## src/design/assert_macros.svh

```systemverilog
// ----------------------------------------------------------------------------
// Assertion macros
// Shared concurrent assertion forms for the IMU calibration RTL. They expand
// to nothing when SYNTHESIS is defined.
// ----------------------------------------------------------------------------
`ifndef ASSERT_MACROS_SVH
`define ASSERT_MACROS_SVH

`ifndef SYNTHESIS

`define ASSERT_IMPLY(lbl, clk, rst, ante, cons) \
   lbl: assert property (@(posedge clk) disable iff (rst) (ante) |-> (cons)) \
      else $error("assertion failed: same-cycle implication");

`define ASSERT_NEXT(lbl, clk, rst, ante, cons) \
   lbl: assert property (@(posedge clk) disable iff (rst) (ante) |=> (cons)) \
      else $error("assertion failed: next-cycle implication");

`define ASSERT_NEVER(lbl, clk, rst, expr) \
   lbl: assert property (@(posedge clk) disable iff (rst) !(expr)) \
      else $error("assertion failed: forbidden condition");

`else

`define ASSERT_IMPLY(lbl, clk, rst, ante, cons)

`define ASSERT_NEXT(lbl, clk, rst, ante, cons)

`define ASSERT_NEVER(lbl, clk, rst, expr)

`endif

`endif

```

## src/design/imu_cal_pkg.sv

```systemverilog
// ----------------------------------------------------------------------------
// imu_cal_pkg
// Widths, command codes, register indexes and control structs shared by the
// IMU bias calibration modules.
// ----------------------------------------------------------------------------
`timescale 1ns / 1ps
`default_nettype none

package imu_cal_pkg;

   localparam int unsigned SAMPLE_W       = 16;
   localparam int unsigned SUM_W          = 32;
   localparam int unsigned COUNT_W        = 16;
   localparam int unsigned RANGE_W        = 2;
   localparam int unsigned CSR_IDX_W      = 2;
   localparam int unsigned MAX_AXES       = 3;
   localparam int unsigned MAX_LANES      = 2 * MAX_AXES;
   localparam int unsigned AXIS_COUNT_DEF = 3;
   localparam int unsigned DIV_STEPS      = SUM_W;

   localparam logic [SAMPLE_W-1:0] ONE_G_BASE = 16'd2048;

   localparam logic [CSR_IDX_W-1:0] REG_REQUIRED = 2'd0;
   localparam logic [CSR_IDX_W-1:0] REG_RANGE    = 2'd1;

   typedef enum logic [1:0] {
      CMD_CORRECT = 2'd0,
      CMD_ADD     = 2'd1,
      CMD_START   = 2'd2,
      CMD_RSVD    = 2'd3
   } cmd_type;

   // lanes 0..2 accel x/y/z, lanes 3..5 gyro x/y/z
   typedef logic [MAX_LANES-1:0][SAMPLE_W-1:0] imu_vec_type;

   typedef struct packed {
      logic load_req;
      logic exec;
      logic div_start;
      logic div_store;
   } ctrl_cmd_type;

   typedef struct packed {
      logic out_free;
      logic need_div;
      logic div_done;
      logic div_busy;
   } dp_stat_type;

endpackage

`default_nettype wire

```

## src/design/imu_bias_calibration.sv

```systemverilog
// ----------------------------------------------------------------------------
// imu_bias_calibration
// Six-axis IMU bias removal with averaged-offset calibration.
// ----------------------------------------------------------------------------
// Each request carries three accel and three gyro samples and returns them
// minus the stored biases, using the biases held before that request's
// command. A plain request is held in the request register and, once the
// response side is free, its result is registered. Requests are taken one
// at a time, and the next request is taken even while an earlier result is
// still held on the response side. The request that completes a calibration
// also runs the averaging on one shared bit-serial divider, one lane after
// another for 2*AXIS_COUNT lanes, and the next request is accepted only
// after the last lane's bias is stored. The response itself does not wait
// for the divider. Configuration registers are always ready and take effect
// at the next start command (range code at the completing sample).
// ----------------------------------------------------------------------------
`timescale 1ns / 1ps
`default_nettype none

module imu_bias_calibration #(
   parameter int unsigned AXIS_COUNT = imu_cal_pkg::AXIS_COUNT_DEF
) (
   input  wire                                         clock,
   input  wire                                         reset,
   input  wire                                         req_valid,
   output logic                                        req_stall,
   input  wire         [1:0]                           req_cmd,
   input  wire  signed [imu_cal_pkg::SAMPLE_W-1:0]     req_accel_x_in,
   input  wire  signed [imu_cal_pkg::SAMPLE_W-1:0]     req_accel_y_in,
   input  wire  signed [imu_cal_pkg::SAMPLE_W-1:0]     req_accel_z_in,
   input  wire  signed [imu_cal_pkg::SAMPLE_W-1:0]     req_gyro_x_in,
   input  wire  signed [imu_cal_pkg::SAMPLE_W-1:0]     req_gyro_y_in,
   input  wire  signed [imu_cal_pkg::SAMPLE_W-1:0]     req_gyro_z_in,
   output logic                                        rsp_valid,
   input  wire                                         rsp_stall,
   output logic signed [imu_cal_pkg::SAMPLE_W-1:0]     rsp_accel_x_out,
   output logic signed [imu_cal_pkg::SAMPLE_W-1:0]     rsp_accel_y_out,
   output logic signed [imu_cal_pkg::SAMPLE_W-1:0]     rsp_accel_z_out,
   output logic signed [imu_cal_pkg::SAMPLE_W-1:0]     rsp_gyro_x_out,
   output logic signed [imu_cal_pkg::SAMPLE_W-1:0]     rsp_gyro_y_out,
   output logic signed [imu_cal_pkg::SAMPLE_W-1:0]     rsp_gyro_z_out,
   output logic                                        rsp_status,
   output logic                                        rsp_calibration_done,
   input  wire                                         csr_valid,
   output logic                                        csr_ready,
   input  wire         [imu_cal_pkg::CSR_IDX_W-1:0]    csr_index,
   input  wire         [imu_cal_pkg::COUNT_W-1:0]      csr_data
);
   import imu_cal_pkg::*;

   localparam int unsigned SEL_W = $clog2(2 * AXIS_COUNT);

   ctrl_cmd_type          cmd;
   dp_stat_type           stat;
   logic [SEL_W-1:0]      div_sel;
   imu_vec_type           req_vec;
   imu_vec_type           rsp_vec;

   assign req_vec[0] = req_accel_x_in;
   assign req_vec[1] = req_accel_y_in;
   assign req_vec[2] = req_accel_z_in;
   assign req_vec[3] = req_gyro_x_in;
   assign req_vec[4] = req_gyro_y_in;
   assign req_vec[5] = req_gyro_z_in;

   imu_cal_ctrl #(
      .AXIS_COUNT (AXIS_COUNT),
      .SEL_W      (SEL_W)
   ) u_ctrl (
      .clock     (clock),
      .reset     (reset),
      .req_valid (req_valid),
      .req_stall (req_stall),
      .stat      (stat),
      .cmd       (cmd),
      .div_sel   (div_sel)
   );

   imu_cal_dp #(
      .AXIS_COUNT (AXIS_COUNT),
      .SEL_W      (SEL_W)
   ) u_dp (
      .clock                (clock),
      .reset                (reset),
      .cmd                  (cmd),
      .div_sel              (div_sel),
      .stat                 (stat),
      .req_cmd              (cmd_type'(req_cmd)),
      .req_vec              (req_vec),
      .rsp_valid            (rsp_valid),
      .rsp_stall            (rsp_stall),
      .rsp_vec              (rsp_vec),
      .rsp_status           (rsp_status),
      .rsp_calibration_done (rsp_calibration_done),
      .csr_valid            (csr_valid),
      .csr_ready            (csr_ready),
      .csr_index            (csr_index),
      .csr_data             (csr_data)
   );

   assign rsp_accel_x_out = rsp_vec[0];
   assign rsp_accel_y_out = rsp_vec[1];
   assign rsp_accel_z_out = rsp_vec[2];
   assign rsp_gyro_x_out  = rsp_vec[3];
   assign rsp_gyro_y_out  = rsp_vec[4];
   assign rsp_gyro_z_out  = rsp_vec[5];

endmodule

`default_nettype wire

```

## src/design/imu_cal_div.sv

```systemverilog
// ----------------------------------------------------------------------------
// imu_cal_div
// Bit-serial signed-by-unsigned divider: one quotient bit per cycle,
// truncation toward zero, quotient wrapped to the sample width.
// ----------------------------------------------------------------------------
`timescale 1ns / 1ps
`default_nettype none
`include "assert_macros.svh"

module imu_cal_div (
   input  wire                                  clock,
   input  wire                                  reset,
   input  wire                                  start,
   input  wire  [imu_cal_pkg::SUM_W-1:0]        dividend,
   input  wire  [imu_cal_pkg::COUNT_W-1:0]      divisor,
   output logic                                 busy,
   output logic                                 done,
   output logic [imu_cal_pkg::SAMPLE_W-1:0]     quotient
);
   import imu_cal_pkg::*;

   localparam int unsigned STEP_W = $clog2(DIV_STEPS);

   logic                  busy_ff, busy_in;
   logic                  done_ff, done_in;
   logic                  neg_ff, neg_in;
   logic [SUM_W-1:0]      dvd_ff, dvd_in;
   logic [COUNT_W-1:0]    rem_ff, rem_in;
   logic [COUNT_W-1:0]    dsr_ff, dsr_in;
   logic [STEP_W-1:0]     cnt_ff, cnt_in;

   logic [COUNT_W:0]      trial;
   logic [COUNT_W:0]      diff;
   logic                  fits;
   logic                  last;

   assign trial = {rem_ff, dvd_ff[SUM_W-1]};
   assign fits  = trial >= {1'b0, dsr_ff};
   assign diff  = trial - {1'b0, dsr_ff};
   assign last  = cnt_ff == STEP_W'(DIV_STEPS - 1);

   always_comb begin
      busy_in = busy_ff;
      done_in = 1'b0;
      neg_in  = neg_ff;
      dvd_in  = dvd_ff;
      rem_in  = rem_ff;
      dsr_in  = dsr_ff;
      cnt_in  = cnt_ff;
      if (start) begin
         busy_in = 1'b1;
         neg_in  = dividend[SUM_W-1];
         dvd_in  = dividend[SUM_W-1] ? (SUM_W'(0) - dividend) : dividend;
         rem_in  = '0;
         dsr_in  = divisor;
         cnt_in  = '0;
      end else if (busy_ff) begin
         dvd_in = {dvd_ff[SUM_W-2:0], fits};
         rem_in = fits ? diff[COUNT_W-1:0] : trial[COUNT_W-1:0];
         cnt_in = cnt_ff + STEP_W'(1);
         if (last) begin
            busy_in = 1'b0;
            done_in = 1'b1;
         end
      end
   end

   always_ff @(posedge clock) begin
      if (reset) begin
         busy_ff <= 1'b0;
         done_ff <= 1'b0;
      end else begin
         busy_ff <= busy_in;
         done_ff <= done_in;
      end
   end

   always_ff @(posedge clock) begin
      neg_ff <= neg_in;
      dvd_ff <= dvd_in;
      rem_ff <= rem_in;
      dsr_ff <= dsr_in;
      cnt_ff <= cnt_in;
   end

   assign busy     = busy_ff;
   assign done     = done_ff;
   assign quotient = neg_ff ? (SAMPLE_W'(0) - dvd_ff[SAMPLE_W-1:0]) : dvd_ff[SAMPLE_W-1:0];

   `ASSERT_NEVER(a_done_while_busy, clock, reset, done_ff && busy_ff)

endmodule

`default_nettype wire

```

## src/design/imu_cal_dp.sv

```systemverilog
// ----------------------------------------------------------------------------
// imu_cal_dp
// Datapath: request and result registers, configuration registers, running
// sums, bias store, bias correction and the shared divider.
// ----------------------------------------------------------------------------
`timescale 1ns / 1ps
`default_nettype none
`include "assert_macros.svh"

module imu_cal_dp #(
   parameter int unsigned AXIS_COUNT = imu_cal_pkg::AXIS_COUNT_DEF,
   parameter int unsigned SEL_W      = $clog2(2 * AXIS_COUNT)
) (
   input  wire                                  clock,
   input  wire                                  reset,
   input  imu_cal_pkg::ctrl_cmd_type            cmd,
   input  wire  [SEL_W-1:0]                     div_sel,
   output imu_cal_pkg::dp_stat_type             stat,
   input  imu_cal_pkg::cmd_type                 req_cmd,
   input  imu_cal_pkg::imu_vec_type             req_vec,
   output logic                                 rsp_valid,
   input  wire                                  rsp_stall,
   output imu_cal_pkg::imu_vec_type             rsp_vec,
   output logic                                 rsp_status,
   output logic                                 rsp_calibration_done,
   input  wire                                  csr_valid,
   output logic                                 csr_ready,
   input  wire  [imu_cal_pkg::CSR_IDX_W-1:0]    csr_index,
   input  wire  [imu_cal_pkg::COUNT_W-1:0]      csr_data
);
   import imu_cal_pkg::*;

   localparam int unsigned LANES = 2 * AXIS_COUNT;
   localparam bit          HAS_Z = AXIS_COUNT > 2;
   localparam logic [SEL_W-1:0] Z_SEL = SEL_W'(MAX_AXES - 1);

   cmd_type               req_cmd_ff;
   imu_vec_type           req_vec_ff;

   logic [COUNT_W-1:0]    required_ff, required_in;
   logic [RANGE_W-1:0]    range_ff, range_in;

   logic [SUM_W-1:0]      sum_ff [LANES];
   logic [SUM_W-1:0]      sum_in [LANES];
   logic [SAMPLE_W-1:0]   bias_ff [LANES];
   logic [SAMPLE_W-1:0]   bias_in [LANES];
   logic [COUNT_W-1:0]    taken_ff, taken_in;
   logic [COUNT_W-1:0]    latched_ff, latched_in;
   logic                  armed_ff, armed_in;
   logic                  finished_ff, finished_in;
   logic [SAMPLE_W-1:0]   gee_ff, gee_in;

   imu_vec_type           out_vec_ff, out_vec_in;
   logic                  out_status_ff, out_status_in;
   logic                  out_done_ff, out_done_in;
   logic                  rsp_valid_ff, rsp_valid_in;

   imu_vec_type           corr;
   logic [SAMPLE_W-1:0]   lane_sample [LANES];
   logic [COUNT_W-1:0]    taken_inc;
   logic                  start_ok;
   logic                  add_ok;
   logic                  complete;
   logic                  status_bit;

   logic                  div_busy;
   logic                  div_done;
   logic [SAMPLE_W-1:0]   div_quo;

   for (genvar k = 0; k < MAX_LANES; k++) begin : g_corr
      localparam int unsigned AX = k % MAX_AXES;
      localparam int unsigned GY = k / MAX_AXES;
      if (AX < AXIS_COUNT) begin : g_live
         localparam int unsigned IDX = GY * AXIS_COUNT + AX;
         assign corr[k] = req_vec_ff[k] - bias_ff[IDX];
      end else begin : g_dead
         assign corr[k] = req_vec_ff[k];
      end
   end

   for (genvar j = 0; j < LANES; j++) begin : g_lane
      localparam int unsigned SRC = (j < AXIS_COUNT) ? j : MAX_AXES + j - AXIS_COUNT;
      assign lane_sample[j] = req_vec_ff[SRC];
   end

   assign taken_inc = taken_ff + COUNT_W'(1);
   assign start_ok  = required_ff != '0;
   assign add_ok    = armed_ff && !finished_ff && (latched_ff != '0);
   assign complete  = (req_cmd_ff == CMD_ADD) && add_ok && (taken_inc >= latched_ff);

   always_comb begin
      case (req_cmd_ff)
         CMD_CORRECT: status_bit = 1'b0;
         CMD_ADD:     status_bit = !add_ok;
         CMD_START:   status_bit = !start_ok;
         CMD_RSVD:    status_bit = 1'b1;
         default:     status_bit = 1'b1;
      endcase
   end

   imu_cal_div u_div (
      .clock    (clock),
      .reset    (reset),
      .start    (cmd.div_start),
      .dividend (sum_ff[div_sel]),
      .divisor  (latched_ff),
      .busy     (div_busy),
      .done     (div_done),
      .quotient (div_quo)
   );

   always_comb begin
      required_in   = required_ff;
      range_in      = range_ff;
      sum_in        = sum_ff;
      bias_in       = bias_ff;
      taken_in      = taken_ff;
      latched_in    = latched_ff;
      armed_in      = armed_ff;
      finished_in   = finished_ff;
      gee_in        = gee_ff;
      out_vec_in    = out_vec_ff;
      out_status_in = out_status_ff;
      out_done_in   = out_done_ff;
      rsp_valid_in  = rsp_valid_ff && rsp_stall;

      if (csr_valid) begin
         case (csr_index)
            REG_REQUIRED: required_in = csr_data;
            REG_RANGE:    range_in    = csr_data[RANGE_W-1:0];
            default:      ;
         endcase
      end

      if (cmd.exec) begin
         if ((req_cmd_ff == CMD_START) && start_ok) begin
            for (int i = 0; i < LANES; i++) begin
               sum_in[i]  = '0;
               bias_in[i] = '0;
            end
            taken_in    = '0;
            latched_in  = required_ff;
            armed_in    = 1'b1;
            finished_in = 1'b0;
         end else if ((req_cmd_ff == CMD_ADD) && add_ok) begin
            for (int i = 0; i < LANES; i++) begin
               sum_in[i] = sum_ff[i]
                         + {{(SUM_W-SAMPLE_W){lane_sample[i][SAMPLE_W-1]}}, lane_sample[i]};
            end
            taken_in = taken_inc;
            if (complete) begin
               finished_in = 1'b1;
               gee_in      = ONE_G_BASE << range_ff;
            end
         end
         out_vec_in    = corr;
         out_status_in = status_bit;
         out_done_in   = finished_in;
         rsp_valid_in  = 1'b1;
      end

      if (cmd.div_store) begin
         bias_in[div_sel] = (HAS_Z && (div_sel == Z_SEL)) ? (div_quo - gee_ff) : div_quo;
      end
   end

   always_ff @(posedge clock) begin
      if (reset) begin
         required_ff  <= '0;
         range_ff     <= '0;
         taken_ff     <= '0;
         latched_ff   <= '0;
         armed_ff     <= 1'b0;
         finished_ff  <= 1'b0;
         rsp_valid_ff <= 1'b0;
         for (int i = 0; i < LANES; i++) begin
            sum_ff[i]  <= '0;
            bias_ff[i] <= '0;
         end
      end else begin
         required_ff  <= required_in;
         range_ff     <= range_in;
         taken_ff     <= taken_in;
         latched_ff   <= latched_in;
         armed_ff     <= armed_in;
         finished_ff  <= finished_in;
         rsp_valid_ff <= rsp_valid_in;
         sum_ff       <= sum_in;
         bias_ff      <= bias_in;
      end
   end

   always_ff @(posedge clock) begin
      if (cmd.load_req) begin
         req_cmd_ff <= req_cmd;
         req_vec_ff <= req_vec;
      end
      gee_ff        <= gee_in;
      out_vec_ff    <= out_vec_in;
      out_status_ff <= out_status_in;
      out_done_ff   <= out_done_in;
   end

   assign stat.out_free         = !rsp_valid_ff || !rsp_stall;
   assign stat.need_div         = complete;
   assign stat.div_done         = div_done;
   assign stat.div_busy         = div_busy;

   assign rsp_valid             = rsp_valid_ff;
   assign rsp_vec               = out_vec_ff;
   assign rsp_status            = out_status_ff;
   assign rsp_calibration_done  = out_done_ff;
   assign csr_ready             = 1'b1;

   `ASSERT_NEVER(a_start_while_busy, clock, reset, cmd.div_start && div_busy)
   `ASSERT_NEXT(a_complete_marks_done, clock, reset, cmd.exec && complete, finished_ff)

endmodule

`default_nettype wire

```

## src/design/imu_cal_ctrl.sv

```systemverilog
// ----------------------------------------------------------------------------
// imu_cal_ctrl
// Controller: takes one request at a time, issues the correction step and,
// on the completing calibration sample, walks the divider over every lane.
// ----------------------------------------------------------------------------
`timescale 1ns / 1ps
`default_nettype none
`include "assert_macros.svh"

module imu_cal_ctrl #(
   parameter int unsigned AXIS_COUNT = imu_cal_pkg::AXIS_COUNT_DEF,
   parameter int unsigned SEL_W      = $clog2(2 * AXIS_COUNT)
) (
   input  wire                          clock,
   input  wire                          reset,
   input  wire                          req_valid,
   output logic                         req_stall,
   input  imu_cal_pkg::dp_stat_type     stat,
   output imu_cal_pkg::ctrl_cmd_type    cmd,
   output logic [SEL_W-1:0]             div_sel
);
   import imu_cal_pkg::*;

   localparam int unsigned      LANES    = 2 * AXIS_COUNT;
   localparam logic [SEL_W-1:0] SEL_LAST = SEL_W'(LANES - 1);

   typedef enum logic [3:0] {
      ST_IDLE     = 4'b0001,
      ST_EXEC     = 4'b0010,
      ST_DIV_GO   = 4'b0100,
      ST_DIV_WAIT = 4'b1000
   } state_type;

   state_type          state_ff, state_in;
   logic [SEL_W-1:0]   sel_ff, sel_in;

   always_comb begin
      state_in  = state_ff;
      sel_in    = sel_ff;
      cmd       = '0;
      req_stall = 1'b1;
      case (state_ff)
         ST_IDLE: begin
            req_stall = 1'b0;
            if (req_valid) begin
               cmd.load_req = 1'b1;
               state_in     = ST_EXEC;
            end
         end
         ST_EXEC: begin
            if (stat.out_free) begin
               cmd.exec = 1'b1;
               sel_in   = '0;
               state_in = stat.need_div ? ST_DIV_GO : ST_IDLE;
            end
         end
         ST_DIV_GO: begin
            cmd.div_start = 1'b1;
            state_in      = ST_DIV_WAIT;
         end
         ST_DIV_WAIT: begin
            if (stat.div_done) begin
               cmd.div_store = 1'b1;
               if (sel_ff == SEL_LAST) begin
                  state_in = ST_IDLE;
               end else begin
                  sel_in   = sel_ff + SEL_W'(1);
                  state_in = ST_DIV_GO;
               end
            end
         end
         default: begin
            state_in = ST_IDLE;
         end
      endcase
   end

   always_ff @(posedge clock) begin
      if (reset) begin
         state_ff <= ST_IDLE;
         sel_ff   <= '0;
      end else begin
         state_ff <= state_in;
         sel_ff   <= sel_in;
      end
   end

   assign div_sel = sel_ff;

   `ASSERT_NEXT(a_plain_item_idle, clock, reset, cmd.exec && !stat.need_div, state_ff == ST_IDLE)
   `ASSERT_NEXT(a_divider_started, clock, reset, state_ff == ST_DIV_GO, stat.div_busy)
   `ASSERT_NEVER(a_sel_range, clock, reset, sel_ff > SEL_LAST)

endmodule

`default_nettype wire
```

## config.mk

```make
export PLATFORM = sky130hd
export DESIGN_NAME = imu_bias_calibration
export DESIGN_NICKNAME = d
export VERILOG_FILES = /design/src/design/imu_cal_pkg.sv /design/src/design/imu_bias_calibration.sv /design/src/design/imu_cal_div.sv /design/src/design/imu_cal_dp.sv /design/src/design/imu_cal_ctrl.sv
export VERILOG_INCLUDE_DIRS = /design/src /design/src/design
export SDC_FILE = /design/constraint.sdc
export NUM_CORES = 2
export LEC_CHECK = 0
export CORE_MARGIN = 5
export CORE_UTILIZATION = 45
export DETAILED_ROUTE_END_ITERATION = 7
export DONT_BUFFER_PORTS = 1
export GPL_ROUTABILITY_DRIVEN = 0
export GPL_TIMING_DRIVEN = 0
export SYNTH_ARGS = -nofsm -noshare
export SYNTH_HDL_FRONTEND = slang
export SYNTH_HIERARCHICAL = 1
export SYNTH_SLANG_ARGS = --single-unit
```

## constraint.sdc

```tcl
create_clock -name clock -period 5.1 [get_ports clock]
set_input_delay 0.255 -clock clock [delete_from_list [all_inputs] [get_ports clock]]
set_output_delay 0.255 -clock clock [all_outputs]
set_load 0.02 [all_outputs]
```

==> flow_summary.toml <==
[run_status]
run_status = "finished, violations left"
violations = "max-capacitance violations, max-slew violations"

[critical_path]
crit_buf_inv = 2
path_cells = "nor3b_1, clkbuf_1, a22oi_1, nand3_1, buf_1, nand3b_1, o32ai_1"
path_delay_family = "simple AND/OR/NAND/NOR gates"
cp-start-kind = "flip-flop"
crit_arrival_ns = 4.80
critical_path.max_fanout = 10
cp.required_ns = 5.51
rrSetupSlack_ns = 0.71
end_kind = "flip-flop"
slowest_stage = "nor3b_1"
crit_type = "reg -> reg"
max_stage_delay_ns = 1.00

[grt]
grt.total_usage = 0.2641
grt_pass1_vias = 30578
grt_max_degree = 67
grt_first_pass_wirelength_um = 185300
overflow = 0
antenna_found_initial = 3

[floorplan]
die_h_um = 300.6
die_w_um = 300.6
design.core.area_mm2 = 0.08369
die_area_mm2 = 0.09034
initial_core_util = 0.4540
ios = 222
rows = 106

[sta]
max_clock_freq_ghz = 0.2279
skew_ns = 0.03021
slew_violations = 1
finalSetupViolations = 0
finalCritPeriodShare = 0.8605
rsz0062_at_grt = "no"
tightest_slew_ns = 1.498
hold_violations = 0
period_needed_ns = 4.388
slew_headroom = -0.006030

[finish]
seq_area_mm2 = 0.01490
fin_nets = 4930
fin_cells = 5674
drive_gt1_frac = 0.04561
fillers = 7831
multi_input_area_mm2 = 0.02158
syn_to_final_growth_pct = 13.94

[clock_network]
root_buffer = "clkbuf_16"
cts_made_buffers = 73
insertion_delay_ns = 0.64
ctsLongestPathBuffers = 3
clock-sinks = 620
cts_setup_buffers = 0
hold_buffers = 121
post_cts_resized = 0
cts_tree = "done"
h-tree-depth = 3
clk_pin_slew_ns = 0.06

[placement]
hpwl_um = 94710
post-place-cells = 5414
port_buffers = 0

[power_and_ir_drop]
p_per_area_mw_per_mm2 = 276.8
vdd_drop_max_uv = 323.4
leakage_nw = 17.03
power_frac_comb = 0.083
power.switching_w = 0.002961
total_power_w = 0.01198
internal_power_w = 0.009020
p_seq_frac = 0.453
clockPowerShare = 0.464
p_sw_frac = 0.2472

[yosys]
syn_nets = 4728
syn_avg_cell_area_um2 = 8.887
synth_cells = 4275
ys.warnings.count = 6
netlist_area_mm2 = 0.03799

[drt]
viasPerCell = 5.872
first_pass_iters = 6
drc = 0
drt_iter0_drc = 3350
vias = 33318
ant_nets = 0
wl_per_cell_um = 21.83
routed_wl_um = 123900

[run]
maxCapViolCount = 1

[min_path]
hp-class = "in -> reg"
final timing paths:
| path | from | endpoint | cells past startpoint |
|---|---|---|---|
| hold / removal | csr_valid | u_dp/range_ff[1] | 3 |
| hold reg to reg | u_dp/bias_ff[91] | u_dp/bias_ff[91] | 2 |
| setup reg to reg | u_ctrl/div_sel[2] | u_dp/u_div/dvd_ff[31] | 7 |
| setup / recovery | u_ctrl/div_sel[2] | u_dp/u_div/dvd_ff[31] | 7 |
final cells by class:
| cell class | instances | area share |
|---|---|---|
| multi-input combinational | 3255 | 0.4984 |
| sequential | 620 | 0.3443 |
| clock buffer | 100 | 0.04813 |
| tap | 1134 | 0.03278 |
| timing repair buffer | 127 | 0.03041 |
| inverter | 235 | 0.02038 |
| buffer | 165 | 0.01489 |
| clock inverter | 36 | 0.01055 |
| antenna | 2 | 0.0001156 |
layout by cell type (no fill, tap or decap), drive strengths merged, types with 18 or more instances in the layout:
cell type,n
a21boi,25
o31ai,39
and2,21
nand3,206
nor2b,30
a21o,110
clkbuf,237
and3,38
buf,34
clkinv,18
nand2,444
mux2i,18
or3,23
a211oi,29
inv,241
edfxtp,249
a31oi,49
o21a,25
nor3,61
nand2b,32
dfxtp,371
o21bai,28
o211ai,24
xor2,122
dlygate4sd3,121
nand4,27
xnor2,168
o21ai,248
nor2,353
a21oi,395
ha,319
a22oi,171
layer usage:
metal  vias up  track usage  part of all wire
met4         2       0.1053             0.043
met2      1249       0.4149              0.44
li1      16035            -                 -
met3       257      0.04405             0.073
met5         -            0           0.00013
met1     15775       0.3645              0.45
power groups by stage:
stage	combinational [W]	sequential (W)	clock, W
after CTS	0.000981	0.00542	0.00569
final	0.000993	0.00542	0.00557
after global routing	0.00110	0.00542	0.00587
after floorplan	0.000694	0.00544	0
after global placement	0.000877	0.00554	0
after detailed placement	0.000896	0.00553	0
stage by stage:
step	worst slack (ns)	util	TNS, ns	hold WS (ns)	area (µm²)
global placement	-3.058	0.4709	-712.19	0.3379	39410
finish	0.7115	0.5172	0	0.05050	43290
global route	0.5441	0.5172	0	0.04539	43280
detailed placement	0.7866	0.4723	0	0.3475	39520
floorplan	0.1532	-	0	0.3274	37990
CTS	0.7467	0.5171	0	0.03111	43270
worst register-to-register path, delay by kind of cell (launching register included):
family	cells	cell delay, ns
flops	1	0.55
simple gates	3	1.59
buf+inv	2	1.39
compound gates	2	0.64
registers in the layout (all words and copies together), names as in the netlist, 3 cells and up:
name / cells
u_ctrl/div_sel: 3
u_ctrl/state_ff: 4
u_dp/bias_ff: 96
u_dp/gee_ff: 4
u_dp/lane_sample: 96
u_dp/latched_ff: 16
u_dp/required_ff: 16
u_dp/rsp_vec: 96
u_dp/sum_ff: 192
u_dp/taken_ff: 16
u_dp/u_div/cnt_ff: 5
u_dp/u_div/dsr_ff: 16
u_dp/u_div/dvd_ff: 32
u_dp/u_div/rem_ff: 16
(Power assumes the default switching activity.)
